==> src/assert_macros.svh <==
// Assertion macros used by the top level of the RTF escaper.
`ifndef ASSERT_MACROS_SVH
`define ASSERT_MACROS_SVH

// Property that must hold at every clock edge outside reset.
`define ASSERT_ALWAYS(label, prop, msg) \
    label: assert property (@(posedge clk) disable iff (!rst_n) (prop)) else $error(msg);

// Condition that must never be seen at a clock edge outside reset.
`define ASSERT_NEVER(label, expr, msg) \
    label: assert property (@(posedge clk) disable iff (!rst_n) !(expr)) else $error(msg);

`endif

==> src/u2r_pkg.sv <==
// Shared types and character constants of the UTF-8 to RTF escaper.
`timescale 1ns / 1ps

package u2r_pkg;

    // One output segment: a plain ASCII character or a \u escape value
    typedef struct packed {
        logic        esc;
        logic [15:0] val;
    } seg_t;

    // One classified input byte: one or two segments
    typedef struct packed {
        seg_t s0;
        seg_t s1;
        logic two;
    } entry_t;

    localparam int ENTRY_W = $bits(entry_t);

    // Code point limits and surrogate bases
    localparam logic [20:0] ASCII_MAX    = 21'h00007F;
    localparam logic [20:0] BMP_MAX      = 21'h00FFFF;
    localparam logic [20:0] SUPP_BASE    = 21'h010000;
    localparam logic [15:0] SURR_HI_BASE = 16'hD800;
    localparam logic [15:0] SURR_LO_BASE = 16'hDC00;

    // ASCII characters used in the RTF text
    localparam logic [6:0] CH_LF     = 7'h0A;
    localparam logic [6:0] CH_CR     = 7'h0D;
    localparam logic [6:0] CH_SPACE  = 7'h20;
    localparam logic [6:0] CH_MINUS  = 7'h2D;
    localparam logic [6:0] CH_ZERO   = 7'h30;
    localparam logic [6:0] CH_QMARK  = 7'h3F;
    localparam logic [6:0] CH_BSL    = 7'h5C;
    localparam logic [6:0] CH_E      = 7'h65;
    localparam logic [6:0] CH_I      = 7'h69;
    localparam logic [6:0] CH_L      = 7'h6C;
    localparam logic [6:0] CH_N      = 7'h6E;
    localparam logic [6:0] CH_U      = 7'h75;
    localparam logic [6:0] CH_LBRACE = 7'h7B;
    localparam logic [6:0] CH_RBRACE = 7'h7D;

endpackage

==> src/u2r_fifo.sv <==
// Small register FIFO used between the escaper stages and at the result side.
`timescale 1ns / 1ps

module u2r_fifo
    import u2r_pkg::*;
#(
    parameter int WIDTH = 8,
    parameter int DEPTH = 2
)
(
    input  logic             clk,
    input  logic             rst_n,
    input  logic             push,
    input  logic [WIDTH-1:0] wdata,
    output logic             full,
    input  logic             pop,
    output logic [WIDTH-1:0] rdata,
    output logic             empty
);

    localparam int PW = (DEPTH > 1) ? $clog2(DEPTH) : 1;
    localparam int CW = $clog2(DEPTH + 1);

    logic [WIDTH-1:0] slot_reg [DEPTH];
    logic [PW-1:0]    wr_ptr_reg, wr_ptr_next;
    logic [PW-1:0]    rd_ptr_reg, rd_ptr_next;
    logic [CW-1:0]    count_reg, count_next;
    logic             do_push, do_pop;

    assign full    = (count_reg == CW'(DEPTH));
    assign empty   = (count_reg == '0);
    assign do_push = push && !full;
    assign do_pop  = pop && !empty;
    assign rdata   = slot_reg[rd_ptr_reg];

    // Advance pointers and occupancy on each transfer
    always_comb
    begin
        wr_ptr_next = wr_ptr_reg;
        rd_ptr_next = rd_ptr_reg;
        count_next  = count_reg;
        if (do_push)
        begin
            wr_ptr_next = (wr_ptr_reg == PW'(DEPTH - 1)) ? '0 : wr_ptr_reg + 1'b1;
        end
        if (do_pop)
        begin
            rd_ptr_next = (rd_ptr_reg == PW'(DEPTH - 1)) ? '0 : rd_ptr_reg + 1'b1;
        end
        case ({do_push, do_pop})
            2'b10:   count_next = count_reg + 1'b1;
            2'b01:   count_next = count_reg - 1'b1;
            default: count_next = count_reg;
        endcase
    end

    always_ff @(posedge clk or negedge rst_n)
    begin
        if (!rst_n)
        begin
            wr_ptr_reg <= '0;
            rd_ptr_reg <= '0;
            count_reg  <= '0;
        end
        else
        begin
            wr_ptr_reg <= wr_ptr_next;
            rd_ptr_reg <= rd_ptr_next;
            count_reg  <= count_next;
        end
    end

    // Store the pushed word
    always_ff @(posedge clk)
    begin
        if (do_push)
        begin
            slot_reg[wr_ptr_reg] <= wdata;
        end
    end

endmodule

==> src/u2r_front.sv <==
// Front stage: UTF-8 sequence tracking and classification into output segments.
`timescale 1ns / 1ps

module u2r_front
    import u2r_pkg::*;
(
    input  logic       clk,
    input  logic       rst_n,
    input  logic       push,
    input  logic [7:0] in_byte,
    input  logic       end_of_string,
    input  logic       q_full,
    output logic       q_push,
    output entry_t     q_entry
);

    logic [1:0]  need_reg, need_next;
    logic [1:0]  have_reg, have_next;
    logic [7:0]  lead_reg, cont1_reg, cont2_reg;
    logic        lead_we, cont1_we, cont2_we;
    logic        acc;
    logic [1:0]  extra;
    logic [7:0]  b1, b2;
    logic [20:0] cp_asm;
    logic [20:0] cp_a;
    logic [20:0] cp_off;
    logic        a_ok, b_ok, a_live, b_live;
    logic [6:0]  b_ch;

    function automatic logic [1:0] lead_extra(input logic [7:0] c);
        logic [1:0] k;
        k = 2'd0;
        if (c[7:5] == 3'b110)
        begin
            k = 2'd1;
        end
        else if (c[7:4] == 4'b1110)
        begin
            k = 2'd2;
        end
        else if (c[7:3] == 5'b11110)
        begin
            k = 2'd3;
        end
        return k;
    endfunction

    assign acc   = push && !q_full;
    assign extra = lead_extra(in_byte);

    // Continuation bytes as they stand once the incoming byte is placed
    assign b1 = (have_reg == 2'd0) ? in_byte : cont1_reg;
    assign b2 = (have_reg == 2'd1) ? in_byte : cont2_reg;

    // Assemble a complete sequence, low six bits of each continuation
    always_comb
    begin
        case (need_reg)
            2'd1:    cp_asm = {10'd0, lead_reg[4:0], b1[5:0]};
            2'd2:    cp_asm = {5'd0, lead_reg[3:0], b1[5:0], b2[5:0]};
            2'd3:    cp_asm = {lead_reg[2:0], b1[5:0], b2[5:0], in_byte[5:0]};
            default: cp_asm = '0;
        endcase
    end

    // Track the pending sequence and pick up to two code points
    always_comb
    begin
        need_next = need_reg;
        have_next = have_reg;
        lead_we   = 1'b0;
        cont1_we  = 1'b0;
        cont2_we  = 1'b0;
        cp_a      = '0;
        a_ok      = 1'b0;
        b_ch      = '0;
        b_ok      = 1'b0;
        if (need_reg == 2'd0)
        begin
            if (!in_byte[7])
            begin
                cp_a = {13'd0, in_byte};
                a_ok = 1'b1;
            end
            else if (extra != 2'd0 && !end_of_string)
            begin
                lead_we   = 1'b1;
                need_next = extra;
                have_next = 2'd0;
            end
        end
        else
        begin
            cont1_we = (have_reg == 2'd0);
            cont2_we = (have_reg == 2'd1);
            if (({1'b0, have_reg} + 3'd1) >= {1'b0, need_reg})
            begin
                cp_a      = cp_asm;
                a_ok      = 1'b1;
                need_next = 2'd0;
                have_next = 2'd0;
            end
            else if (end_of_string)
            begin
                // Drop the lead and decode the buffered bytes afresh
                if (have_reg == 2'd0)
                begin
                    if (!in_byte[7])
                    begin
                        cp_a = {13'd0, in_byte};
                        a_ok = 1'b1;
                    end
                end
                else if (!cont1_reg[7])
                begin
                    cp_a = {13'd0, cont1_reg};
                    a_ok = 1'b1;
                    if (!in_byte[7])
                    begin
                        b_ch = in_byte[6:0];
                        b_ok = 1'b1;
                    end
                end
                else if (cont1_reg[7:5] == 3'b110)
                begin
                    cp_a = {10'd0, cont1_reg[4:0], in_byte[5:0]};
                    a_ok = 1'b1;
                end
                else if (!in_byte[7])
                begin
                    cp_a = {13'd0, in_byte};
                    a_ok = 1'b1;
                end
            end
            else
            begin
                have_next = have_reg + 2'd1;
            end
        end
        if (end_of_string)
        begin
            need_next = 2'd0;
            have_next = 2'd0;
        end
    end

    // Code point zero and carriage return give no text
    assign a_live = a_ok && (cp_a != '0) && (cp_a != 21'(CH_CR));
    assign b_live = b_ok && (b_ch != '0) && (b_ch != CH_CR);
    assign cp_off = cp_a - SUPP_BASE;

    // Split into segments; above the BMP into a surrogate pair
    always_comb
    begin
        q_entry = '0;
        if (a_live)
        begin
            if (cp_a <= ASCII_MAX)
            begin
                q_entry.s0 = '{esc: 1'b0, val: {9'd0, cp_a[6:0]}};
            end
            else if (cp_a <= BMP_MAX)
            begin
                q_entry.s0 = '{esc: 1'b1, val: cp_a[15:0]};
            end
            else
            begin
                q_entry.s0 = '{esc: 1'b1, val: SURR_HI_BASE + {5'd0, cp_off[20:10]}};
                q_entry.s1 = '{esc: 1'b1, val: SURR_LO_BASE | {6'd0, cp_a[9:0]}};
                q_entry.two = 1'b1;
            end
            if (b_live)
            begin
                q_entry.s1  = '{esc: 1'b0, val: {9'd0, b_ch}};
                q_entry.two = 1'b1;
            end
        end
        else if (b_live)
        begin
            q_entry.s0 = '{esc: 1'b0, val: {9'd0, b_ch}};
        end
    end

    assign q_push = acc && (a_live || b_live);

    always_ff @(posedge clk or negedge rst_n)
    begin
        if (!rst_n)
        begin
            need_reg <= 2'd0;
            have_reg <= 2'd0;
        end
        else if (acc)
        begin
            need_reg <= need_next;
            have_reg <= have_next;
        end
    end

    // Hold the lead and continuation bytes of the pending sequence
    always_ff @(posedge clk)
    begin
        if (acc && lead_we)
        begin
            lead_reg <= in_byte;
        end
        if (acc && cont1_we)
        begin
            cont1_reg <= in_byte;
        end
        if (acc && cont2_we)
        begin
            cont2_reg <= in_byte;
        end
    end

endmodule

==> src/u2r_back.sv <==
// Back stage: expands segments into RTF characters, one per cycle while the result queue has room.
`timescale 1ns / 1ps

module u2r_back
    import u2r_pkg::*;
(
    input  logic       clk,
    input  logic       rst_n,
    input  entry_t     q_entry,
    input  logic       q_empty,
    output logic       q_pop,
    input  logic       o_full,
    output logic       o_push,
    output logic [6:0] o_char,
    output logic       o_last
);

    typedef enum logic [3:0] {
        PH_IDLE,
        PH_PFX,
        PH_CHAR,
        PH_LINE,
        PH_UBSL,
        PH_U,
        PH_MINUS,
        PH_DIGIT,
        PH_QMARK
    } phase_t;

    typedef struct packed {
        logic [3:0]  digit;
        logic [15:0] rem;
    } dig_t;

    phase_t      phase_reg, phase_next;
    logic [6:0]  char_reg, char_next;
    logic [2:0]  line_reg, line_next;
    logic        neg_reg, neg_next;
    logic [15:0] mag_reg, mag_next;
    logic [2:0]  pidx_reg, pidx_next;
    seg_t        seg1_reg, seg1_next;
    logic        two_reg, two_next;
    logic [3:0]  cnt_reg, cnt_next;

    seg_t        src;
    phase_t      st_phase;
    logic [6:0]  st_char;
    logic        st_neg;
    logic [15:0] st_mag;
    logic [2:0]  st_pidx;
    logic        emit, seg_done, item_done, cap, load, from_seg1;
    dig_t        dig;

    function automatic logic [16:0] pow10(input logic [2:0] idx);
        logic [16:0] p;
        case (idx)
            3'd0:    p = 17'd1;
            3'd1:    p = 17'd10;
            3'd2:    p = 17'd100;
            3'd3:    p = 17'd1000;
            default: p = 17'd10000;
        endcase
        return p;
    endfunction

    // One decimal digit, most significant first, by a ladder of compares
    function automatic dig_t digit_step(input logic [15:0] rem, input logic [2:0] idx);
        dig_t        r;
        logic [16:0] p;
        logic [16:0] sub;
        p       = pow10(idx);
        sub     = '0;
        r.digit = 4'd0;
        for (int k = 1; k <= 9; k++)
        begin
            if ({1'b0, rem} >= 17'(17'(k) * p))
            begin
                r.digit = 4'(k);
                sub     = 17'(17'(k) * p);
            end
        end
        r.rem = 16'({1'b0, rem} - sub);
        return r;
    endfunction

    function automatic logic [6:0] line_char(input logic [2:0] idx);
        logic [6:0] c;
        case (idx)
            3'd0:    c = CH_BSL;
            3'd1:    c = CH_L;
            3'd2:    c = CH_I;
            3'd3:    c = CH_N;
            3'd4:    c = CH_E;
            default: c = CH_SPACE;
        endcase
        return c;
    endfunction

    assign dig       = digit_step(mag_reg, pidx_reg);
    assign emit      = (phase_reg != PH_IDLE) && !o_full;
    assign cap       = (cnt_reg == 4'd15);
    assign item_done = (seg_done && !two_reg) || cap;
    assign from_seg1 = emit && seg_done && !item_done;
    assign src       = from_seg1 ? seg1_reg : q_entry.s0;

    // Decode the character for the current step
    always_comb
    begin
        o_char   = '0;
        seg_done = 1'b0;
        unique case (phase_reg)
            PH_IDLE:  o_char = '0;
            PH_PFX:   o_char = CH_BSL;
            PH_CHAR:
            begin
                o_char   = char_reg;
                seg_done = 1'b1;
            end
            PH_LINE:
            begin
                o_char   = line_char(line_reg);
                seg_done = (line_reg == 3'd5);
            end
            PH_UBSL:  o_char = CH_BSL;
            PH_U:     o_char = CH_U;
            PH_MINUS: o_char = CH_MINUS;
            PH_DIGIT: o_char = CH_ZERO + {3'd0, dig.digit};
            PH_QMARK:
            begin
                o_char   = CH_QMARK;
                seg_done = 1'b1;
            end
            default:  o_char = '0;
        endcase
    end

    assign o_push = emit;
    assign o_last = item_done;

    // Set up the first step of a segment
    always_comb
    begin
        st_phase = PH_CHAR;
        st_char  = src.val[6:0];
        st_neg   = src.val[15];
        st_mag   = src.val[15] ? (~src.val + 16'd1) : src.val;
        st_pidx  = {2'd0, st_mag >= 16'd10} + {2'd0, st_mag >= 16'd100}
                 + {2'd0, st_mag >= 16'd1000} + {2'd0, st_mag >= 16'd10000};
        if (src.esc)
        begin
            st_phase = PH_UBSL;
        end
        else if (st_char == CH_BSL || st_char == CH_LBRACE || st_char == CH_RBRACE)
        begin
            st_phase = PH_PFX;
        end
        else if (st_char == CH_LF)
        begin
            st_phase = PH_LINE;
        end
    end

    // Advance through the segment, then the next segment or entry
    always_comb
    begin
        phase_next = phase_reg;
        char_next  = char_reg;
        line_next  = line_reg;
        neg_next   = neg_reg;
        mag_next   = mag_reg;
        pidx_next  = pidx_reg;
        seg1_next  = seg1_reg;
        two_next   = two_reg;
        cnt_next   = cnt_reg;
        q_pop      = 1'b0;
        load       = 1'b0;
        if (emit)
        begin
            cnt_next = cnt_reg + 4'd1;
            if (item_done)
            begin
                cnt_next = 4'd0;
                if (!q_empty)
                begin
                    load  = 1'b1;
                    q_pop = 1'b1;
                end
                else
                begin
                    phase_next = PH_IDLE;
                end
            end
            else if (seg_done)
            begin
                load     = 1'b1;
                two_next = 1'b0;
            end
            else
            begin
                unique case (phase_reg)
                    PH_PFX:   phase_next = PH_CHAR;
                    PH_LINE:  line_next = line_reg + 3'd1;
                    PH_UBSL:  phase_next = PH_U;
                    PH_U:     phase_next = neg_reg ? PH_MINUS : PH_DIGIT;
                    PH_MINUS: phase_next = PH_DIGIT;
                    PH_DIGIT:
                    begin
                        mag_next = dig.rem;
                        if (pidx_reg == 3'd0)
                        begin
                            phase_next = PH_QMARK;
                        end
                        else
                        begin
                            pidx_next = pidx_reg - 3'd1;
                        end
                    end
                    default:  phase_next = phase_reg;
                endcase
            end
        end
        else if (phase_reg == PH_IDLE && !q_empty)
        begin
            load  = 1'b1;
            q_pop = 1'b1;
        end
        if (load)
        begin
            phase_next = st_phase;
            char_next  = st_char;
            line_next  = 3'd0;
            neg_next   = st_neg;
            mag_next   = st_mag;
            pidx_next  = st_pidx;
        end
        if (q_pop)
        begin
            seg1_next = q_entry.s1;
            two_next  = q_entry.two;
        end
    end

    always_ff @(posedge clk or negedge rst_n)
    begin
        if (!rst_n)
        begin
            phase_reg <= PH_IDLE;
            two_reg   <= 1'b0;
            cnt_reg   <= 4'd0;
            line_reg  <= 3'd0;
            pidx_reg  <= 3'd0;
            neg_reg   <= 1'b0;
        end
        else
        begin
            phase_reg <= phase_next;
            two_reg   <= two_next;
            cnt_reg   <= cnt_next;
            line_reg  <= line_next;
            pidx_reg  <= pidx_next;
            neg_reg   <= neg_next;
        end
    end

    // Segment payload
    always_ff @(posedge clk)
    begin
        char_reg <= char_next;
        mag_reg  <= mag_next;
        seg1_reg <= seg1_next;
    end

endmodule

==> src/utf8_to_rtf_unicode_escape.sv <==
// Top level of the UTF-8 to RTF escaper: front, segment queue, back, result queue.
// A byte's first character passes through the segment queue, back stage and result queue.
// Throughput: one byte per cycle while each gives one character and the queues have room;
// a byte giving k characters (up to 16) holds the back stage, which emits them one a cycle;
// the segment queue lets the front take up to Q_DEPTH more text-giving bytes meanwhile.
// Reset: asynchronous, active low; clears sequence state and both queues, no clearing pass.
`timescale 1ns / 1ps
`include "assert_macros.svh"

module utf8_to_rtf_unicode_escape
    import u2r_pkg::*;
#(
    parameter int Q_DEPTH   = 4,
    parameter int OUT_DEPTH = 2
)
(
    input  logic       clk,
    input  logic       rst_n,
    input  logic       push,
    output logic       full,
    input  logic [7:0] in_byte,
    input  logic       end_of_string,
    output logic       empty,
    input  logic       pop,
    output logic [6:0] out_char,
    output logic       run_last
);

    logic   q_push, q_full, q_pop, q_empty;
    entry_t q_wdata, q_rdata;
    logic   o_push, o_full, o_last;
    logic [6:0] o_char;

    assign full = q_full;

    u2r_front u_front (
        .clk           (clk),
        .rst_n         (rst_n),
        .push          (push),
        .in_byte       (in_byte),
        .end_of_string (end_of_string),
        .q_full        (q_full),
        .q_push        (q_push),
        .q_entry       (q_wdata)
    );

    u2r_fifo #(
        .WIDTH (ENTRY_W),
        .DEPTH (Q_DEPTH)
    ) u_seg_q (
        .clk   (clk),
        .rst_n (rst_n),
        .push  (q_push),
        .wdata (q_wdata),
        .full  (q_full),
        .pop   (q_pop),
        .rdata (q_rdata),
        .empty (q_empty)
    );

    u2r_back u_back (
        .clk     (clk),
        .rst_n   (rst_n),
        .q_entry (q_rdata),
        .q_empty (q_empty),
        .q_pop   (q_pop),
        .o_full  (o_full),
        .o_push  (o_push),
        .o_char  (o_char),
        .o_last  (o_last)
    );

    u2r_fifo #(
        .WIDTH (8),
        .DEPTH (OUT_DEPTH)
    ) u_out_q (
        .clk   (clk),
        .rst_n (rst_n),
        .push  (o_push),
        .wdata ({o_last, o_char}),
        .full  (o_full),
        .pop   (pop),
        .rdata ({run_last, out_char}),
        .empty (empty)
    );

    // Cross-stage handshake checks
    `ASSERT_NEVER(a_seg_q_overflow, q_push && q_full, "front pushed into a full segment queue")
    `ASSERT_NEVER(a_seg_q_underflow, q_pop && q_empty, "back took an entry from an empty queue")
    `ASSERT_NEVER(a_out_q_overflow, o_push && o_full, "back emitted into a full result queue")
    `ASSERT_ALWAYS(a_pop_refills, (q_pop && !q_push) |=> !q_full, "segment queue full after a pop")

endmodule
==> config.mk <==
export PLATFORM = sky130hd
export DESIGN_NAME = utf8_to_rtf_unicode_escape
export DESIGN_NICKNAME = d
export VERILOG_FILES = /design/src/u2r_pkg.sv /design/src/u2r_fifo.sv /design/src/u2r_front.sv /design/src/u2r_back.sv /design/src/utf8_to_rtf_unicode_escape.sv
export VERILOG_INCLUDE_DIRS = /design/src /design/src/src
export SDC_FILE = /design/constraint.sdc
export NUM_CORES = 1
export LEC_CHECK = 0
export ABC_CLOCK_PERIOD_IN_PS = 18600
export BUFFER_PORTS_ARGS = -buffer_cell sky130_fd_sc_hd__buf_2
export CAP_MARGIN = 40
export CORE_UTILIZATION = 61
export DETAILED_ROUTE_END_ITERATION = 8
export GPL_TIMING_DRIVEN = 0
export PLACE_DENSITY = 0.82
export SLEW_MARGIN = 5
export SYNTH_ARGS = -nofsm -noshare
export SYNTH_HDL_FRONTEND = slang
export SYNTH_SLANG_ARGS = --single-unit
==> constraint.sdc <==
create_clock -name clk -period 18.6 [get_ports clk]
set_input_delay 0 -clock clk [delete_from_list [all_inputs] [get_ports clk]]
set_output_delay 0 -clock clk [all_outputs]
set_load 0.01 [all_outputs]
== Word-level counts from Yosys, hierarchy flattened ==
Memory sizes are Yosys's and may differ from the RTL's.
Cells that the tools add are included.

* Equality and inequality tests: 48
* Bitwise logic cells: 1
* Muxes and demuxes: 127
* $mul: 5
* Add/sub/neg operators: 21
* Reductions and logical operators: 59
* Magnitude comparators: 16

{| class="wikitable"
|+ Operator list
! cell !! count
|-
| 16-bit two-way mux || 14
|-
| 21-bit two-way mux || 5
|-
| 16-bit by 17-bit >= comparator with 1-bit output || 6
|-
| 18-bit two-way mux || 4
|-
| 21-bit case mux with 3 select lines || 1
|-
| 7-bit two-way mux || 8
|-
| 14-bit case mux with 4 select lines || 1
|-
| 17-bit two-way mux || 3
|-
| 7-bit case mux with 7 select lines || 1
|-
| 3-bit two-way mux || 15
|-
| 4-bit two-way mux || 11
|-
| 1-bit two-way mux || 37
|-
| 7-bit case mux with 5 select lines || 1
|-
| 3-bit by 14-bit multiplier with 17-bit output (first input constant) || 2
|-
| 2-bit two-way mux || 17
|-
| 2-bit by 14-bit multiplier with 16-bit output (first input constant) || 2
|-
| 7-bit equality test (second input constant) || 3
|-
| 21-bit by 16-bit less-or-equal comparator with 1-bit output (second input constant) || 1
|-
| 21-bit by 7-bit less-or-equal comparator with 1-bit output (second input constant) || 1
|-
| 21-bit by 4-bit inequality test with 1-bit output (second input constant) || 1
|-
| 21-bit nonzero test || 1
|-
| 21-bit by 17-bit subtractor with 21-bit output (second input constant) || 1
|-
| 4-bit case mux with 5 select lines || 1
|-
| 1-bit logical AND || 19
|-
| other kinds (60) || 121
|}

* Input bits: 13
* Memories: 2
* Output and inout bits: 10
* RAM bits: 156
* Word-level logic and storage cells: 300
* Flip-flop bits (word level): 90

{| class="wikitable"
|+ Memories
! name !! depth !! width !! rd ports !! clocked after Yosys merged registers in !! wr ports !! RTL line !! source
|-
| u_seg_q.slot_reg || 4 || 35 || 1 || 0 || 1 || u2r_fifo.sv:24 || <nowiki>logic [WIDTH-1:0] slot_reg [DEPTH];</nowiki>
|-
| u_out_q.slot_reg || 2 || 8 || 1 || 0 || 1 || u2r_fifo.sv:24 ||
|}

== Longest topological paths before layout ==
* Depth after elaboration: 18
* Depth in mapped cells: 34
* Gate-level depth less buffers: 33

== Hierarchy ==
Synthesis repeated with hierarchy kept, for this count alone.

* Cells, all modules: 1679
* Area, all modules: 17611.9 µm²

{| class="wikitable"
|+ Modules (own cells, without submodules)
! module !! seq. area each (µm²) !! cells each !! area an instance (µm²) !! instances
|-
| u2r_back || 1601.5 || 1072 || 8618.3 || 1
|-
| u2r_fifo at u_seg_q || 4379.2 || 223 || 5556.6 || 1
|-
| u2r_front || 670.6 || 341 || 2665.1 || 1
|-
| u2r_fifo at u_out_q || 580.6 || 43 || 772.0 || 1
|}

== Worst setup path after synthesis ==
OpenSTA, ideal clock, no wires.

* Path kind: register to register
* Start point: reg u_back.pidx_reg[0]
* End point: reg u_back.mag_reg[15] (data pin)
* Path slack: 11.203 ns
* Buffers on the path: 2
* Period minus slack after synthesis: 7.397 ns
* Arrival: 7.141 ns
* Required time: 18.343 ns
* Library setup time: 0.257 ns
* Stages on the path, launching flop included: 32
* Path through: dfrtp_1 > inv_1 > ha_1 > clkbuf_1 > o21ai_0 > clkinv_1 > ha_1 > ha_1 > a21oi_1 > nor2_1 > o21ai_0 > xor2_1 > ha_1 > a211oi_1 > o21ai_0 > o221ai_1 > nor4b_1 > a21o_1 > clkbuf_1 > nand2_1 > o31ai_1 > a2bb2oi_1 > ha_1 > nor2b_1 > o31ai_1 > a2111oi_0 > o21ai_0 > a21oi_1 > o21a_1 > nor2_1 > xnor3_1 > o2bb2ai_1

* Longest elaborated chain between the ends: 18
* Elaborated cells between the ends (all ways): 34
* Those cells by class: 1 x add/sub; 5 x mul; 9 x order compare; 3 x eq/ne; 15 x mux; 1 x reduce/logical

{| class="wikitable"
|+ RTL lines
! element !! RTL line !! source
|-
| from (decl) || u2r_back.sv:40 || <nowiki>logic [2:0] pidx_reg, pidx_next;</nowiki>
|-
| from (signal assigned) || u2r_back.sv:260 || <nowiki>pidx_reg <= pidx_next;</nowiki>
|-
| 3-bit by 2-bit equality test with 1-bit output, or another cell as far along || u2r_back.sv:56 || <nowiki>case (idx)</nowiki>
|-
| 14-bit case mux with 4 select lines (*) || u2r_back.sv:56 ||
|-
| parallel branches: the longest is 9 deep, another holds 16-bit by 17-bit >= comparator with 1-bit output || n/a ||
|-
| 16-bit two-way mux (*) || u2r_back.sv:76 || <nowiki>if ({1'b0, rem} >= 17'(17'(k) * p))</nowiki>
|-
| 16-bit subtractor (*) || u2r_back.sv:82 || <nowiki>r.rem = 16'({1'b0, rem} - sub);</nowiki>
|-
| 16-bit two-way mux (*) || u2r_back.sv:200 || <nowiki>unique case (phase_reg)</nowiki>
|-
| 16-bit two-way mux (*) || u2r_back.sv:193 || <nowiki>else if (seg_done)</nowiki>
|-
| 16-bit two-way mux (*) || u2r_back.sv:180 || <nowiki>if (item_done)</nowiki>
|-
| 16-bit two-way mux (*) || u2r_back.sv:177 || <nowiki>if (emit)</nowiki>
|-
| 16-bit two-way mux (*) || u2r_back.sv:227 || <nowiki>if (load)</nowiki>
|-
| net u_back.mag_next[15] || u2r_back.sv:39 || <nowiki>logic [15:0] mag_reg, mag_next;</nowiki>
|-
| to (signal assigned) || u2r_back.sv:269 || <nowiki>mag_reg <= mag_next;</nowiki>
|-
| to (decl) || u2r_back.sv:39 ||
|}

Mark *: on every way through the listed nets, which the timed path passes. The select of a mux whose other input is x is not followed.
A chain may end at the register's enable or synchronous reset.

== Final worst setup path ==
Same ends and word-level chain as after synthesis.

==> run_results.csv <==
group,metric,value,unit
timing,layout_setup_ws,8.438,ns
timing,fin_crit_sh,0.5464,
critical_path,reg2reg_from,"u_back.pidx_reg[0]$_DFFE_PN0P_",
yosys,synth.distinct_cells,88,
critical_path,start_kind,"register",
status,outcome,"finished clean",
critical_path,cpLargestDelayFamily,"compound AO/OA/AOI/OAI gates",
yosys,synthFlopType,"edfxtp_1",
critical_path,rrSetupSlack,8.44,ns
floorplan,dieArea,0.02723,sq mm
clock_tree,cts_buffers,23,
clock_tree,cts_sinks,216,
critical_path,path_common_cell,"ha_1",
floorplan,start_util,0.6220,
yosys,synthCells,1610,
clock_tree,cts-root-buf,"clkbuf_16",
cells_and_area,largest_reg_flops,116,
floorplan,die_y,165.0,um
placement,hpwl,36.98,mm
clock_tree,cts_tree,"yes",
critical_path,required,18.86,ns
grt,grt_max_degree,32,
job,drv_cap,0,
routing,viasPerCell,6.973,
yosys,yosysWarningCount,0,
critical_path,end_kind,"register",
critical_path,slowest_delay,0.76,ns
routing,wl,50.83,mm
placement,port_buffers,22,
clock_tree,clk_pin_slew,0.06,ns
critical_path,reg2reg_depth,31,
routing,routedWlPerCell,25.06,um
timing,grt_setup_unrepaired,"false",
cells_and_area,drive_gt1_frac,0.09870,
clock_tree,h-tree-depth,1,
worst_hold_path,hold_class,"in2reg",
critical_path,r2r-end,"u_back.mag_reg[15]$_DFFE_PP_",
critical_path,cp.arrival,10.42,ns
floorplan,rows,59,
timing,fin_crit,10.16,ns
yosys,avgSynthCellArea,10.07,sq um
floorplan,core,0.02606,sq mm
yosys,ys_seq_elements,216,
grt,grt_pass1_wl,77.63,mm
yosys,synth-edff-count,185,
placement,gp_congestion,1.005,
yosys,yosysSeqAreaShare,0.3906,
grt,grt_pass1_vias,13680,
timing,hold_viol,0,
critical_path,worst-path-buf-inv,4,
timing,tightest_slew,0.9277,ns
timing,tns,0,ns
grt,grt_use_total,0.3800,
timing,finalMaxSlewViolations,0,
clock_tree,cts_buffer_depth,3,
timing,fmax,0.09840,GHz
worst_hold_path,hold_depth,4,
routing,dr.pass1.iters,6,
placement,place_ws,8.826,ns
grt,overflow,0,
clock_tree,clk_latency,0.54,ns
cells_and_area,syn_to_final_growth,9.132,%
timing,setup_viol,0,
routing,drc_errors,0,
routing,ant_nets,0,
worst_hold_path,min_from,"push",
routing,vias,14140,
cells_and_area,nNetsFinal,1851,
timing,fin_skew,0.02463,ns
floorplan,ioPinCount,23,
worst_hold_path,hold_end,"u_front.need_reg[1]$_DFFE_PN0P_",
routing,drtIter0Drc,1535,
timing,relSlewSlack,0.3787,
critical_path,cp_max_fo,14,
critical_path,worstSetupPathType,"reg2reg",
timing,timing.hold.ws,0.1079,ns
floorplan,die_w,165.0,um
cells_and_area,utilization,0.6788,
yosys,synth_area,0.01621,sq mm
critical_path,cpMaxStageDelayCell,"clkinv_1",
yosys,synthArstFlopShare,0.1435,
grt,antenna_found_initial,0,
## worst reg2reg max path, delay by kind of cell (launching register included)
kind / cells / cell delay, ns
AO/OA/AOI/OAI: 12 / 3.22
buffers and inverters: 4 / 2.06
adder cells (fa/ha/maj): 5 / 1.88
AND/OR/NAND/NOR: 8 / 1.56
XOR/XNOR: 2 / 0.65
flip-flops: 1 / 0.54
## through the flow
step	instances	instance area [sq um]
after detailed placement	1975	16810
after floorplan	1612	16220
after CTS	2027	17690
final	2028	17690
after global routing	2027	17690
after global placement	1969	16750
## repair_timing
item,in CTS,in global routing
hold endpoints to repair,53,0
hold buffers,10,0
setup endpoints to repair,0,0
resized for setup,0,0
buffers inserted,0,0
## cells by family after synthesis
group                    Yosys count  synth area share
AO/OA/AOI/OAI                    475            0.1971
XOR/XNOR                          48           0.02679
adder cells (fa/ha/maj)          163            0.1309
buffers and inverters            159           0.03937
flip-flops                       216            0.3906
multiplexers                      76           0.07032
other                              2         0.0004633
AND/OR/NAND/NOR                  471            0.1444
## synthesized netlist by cell type (7+ instances only)
cell type	n	area, sq um
nor2_1	117	439.2
o22ai_1	7	43.79
nand3_1	38	190.2
or2_2	15	93.84
nand4_1	25	156.4
fa_1	11	220.2
mux2i_1	25	250.2
or4_1	9	67.56
xor2_1	15	131.4
o21ai_0	109	545.5
o211ai_1	15	112.6
edfxtp_1	185	5555
a211oi_1	30	225.2
dfrtp_1	31	775.7
buf_2	11	55.05
and2_1	16	100.1
a311oi_1	10	87.58
o2111ai_1	10	87.58
nand2b_1	13	81.33
a22o_1	15	131.4
clkbuf_1	45	168.9
a31oi_1	19	118.9
nor3b_1	7	52.55
ha_1	152	1902
a21oi_1	105	525.5
a221oi_1	8	70.07
nor3_1	34	170.2
xnor2_1	32	280.3
nor2b_1	28	175.2
and3_1	13	81.33
nand2_1	121	454.2
or3_1	10	62.56
o221ai_1	11	96.34
a21o_1	27	202.7
mux4_2	28	630.6
inv_1	86	322.8
o31ai_1	17	127.6
o21a_1	15	112.6
mux2_2	23	259.0
## cell type report
class | instances | area (sq um)
Sequential cell | 216 | 6331
Antenna cell | 1 | 2.502
Fill cell | 1996 | 8369
Buffer | 67 | 292.8
Multi-Input combinational cell | 1237 | 9260
Inverter | 92 | 345.3
Clock inverter | 11 | 133.9
Tap cell | 335 | 419.2
Timing Repair Buffer | 38 | 257.7
Clock buffer | 31 | 646.9
## metal layers
layer	up-vias	track usage	part of all wire
li1	6317	-	-
met1	6790	0.4779	0.38
met2	832	0.6451	0.48
met3	202	0.06052	0.087
met4	0	0.1639	0.045
met5	-	0	0
## worst max path at each step
stage                                        start                      endpoint  cells past startpoint
floorplan           u_back.pidx_reg[0]$_DFFE_PN0P_  u_back.mag_reg[15]$_DFFE_PP_                     31
global placement    u_back.pidx_reg[0]$_DFFE_PN0P_  u_back.mag_reg[15]$_DFFE_PP_                     24
detailed placement  u_back.pidx_reg[0]$_DFFE_PN0P_  u_back.mag_reg[15]$_DFFE_PP_                     31
CTS                 u_back.pidx_reg[0]$_DFFE_PN0P_  u_back.mag_reg[15]$_DFFE_PP_                     31
global route        u_back.pidx_reg[0]$_DFFE_PN0P_  u_back.mag_reg[15]$_DFFE_PP_                     31
finish              u_back.pidx_reg[0]$_DFFE_PN0P_  u_back.mag_reg[15]$_DFFE_PP_                     31
## placed cells by master, fill, tap and decap left out, types with 27 or more instances in the layout
cell type	count
mux4_2	28
a21o_1	27
nor2_1	117
clkbuf_1	50
dfrtp_1	31
o21ai_0	108
inv_1	86
a211oi_1	30
xnor2_1	32
ha_1	152
a21oi_1	105
nor2b_1	28
edfxtp_1	185
nand3_1	38
buf_2	35
nand2_1	121
nor3_1	34
Power is not shown: default switching activity piles up to over one toggle a cycle in this logic, so the estimate is an artifact.
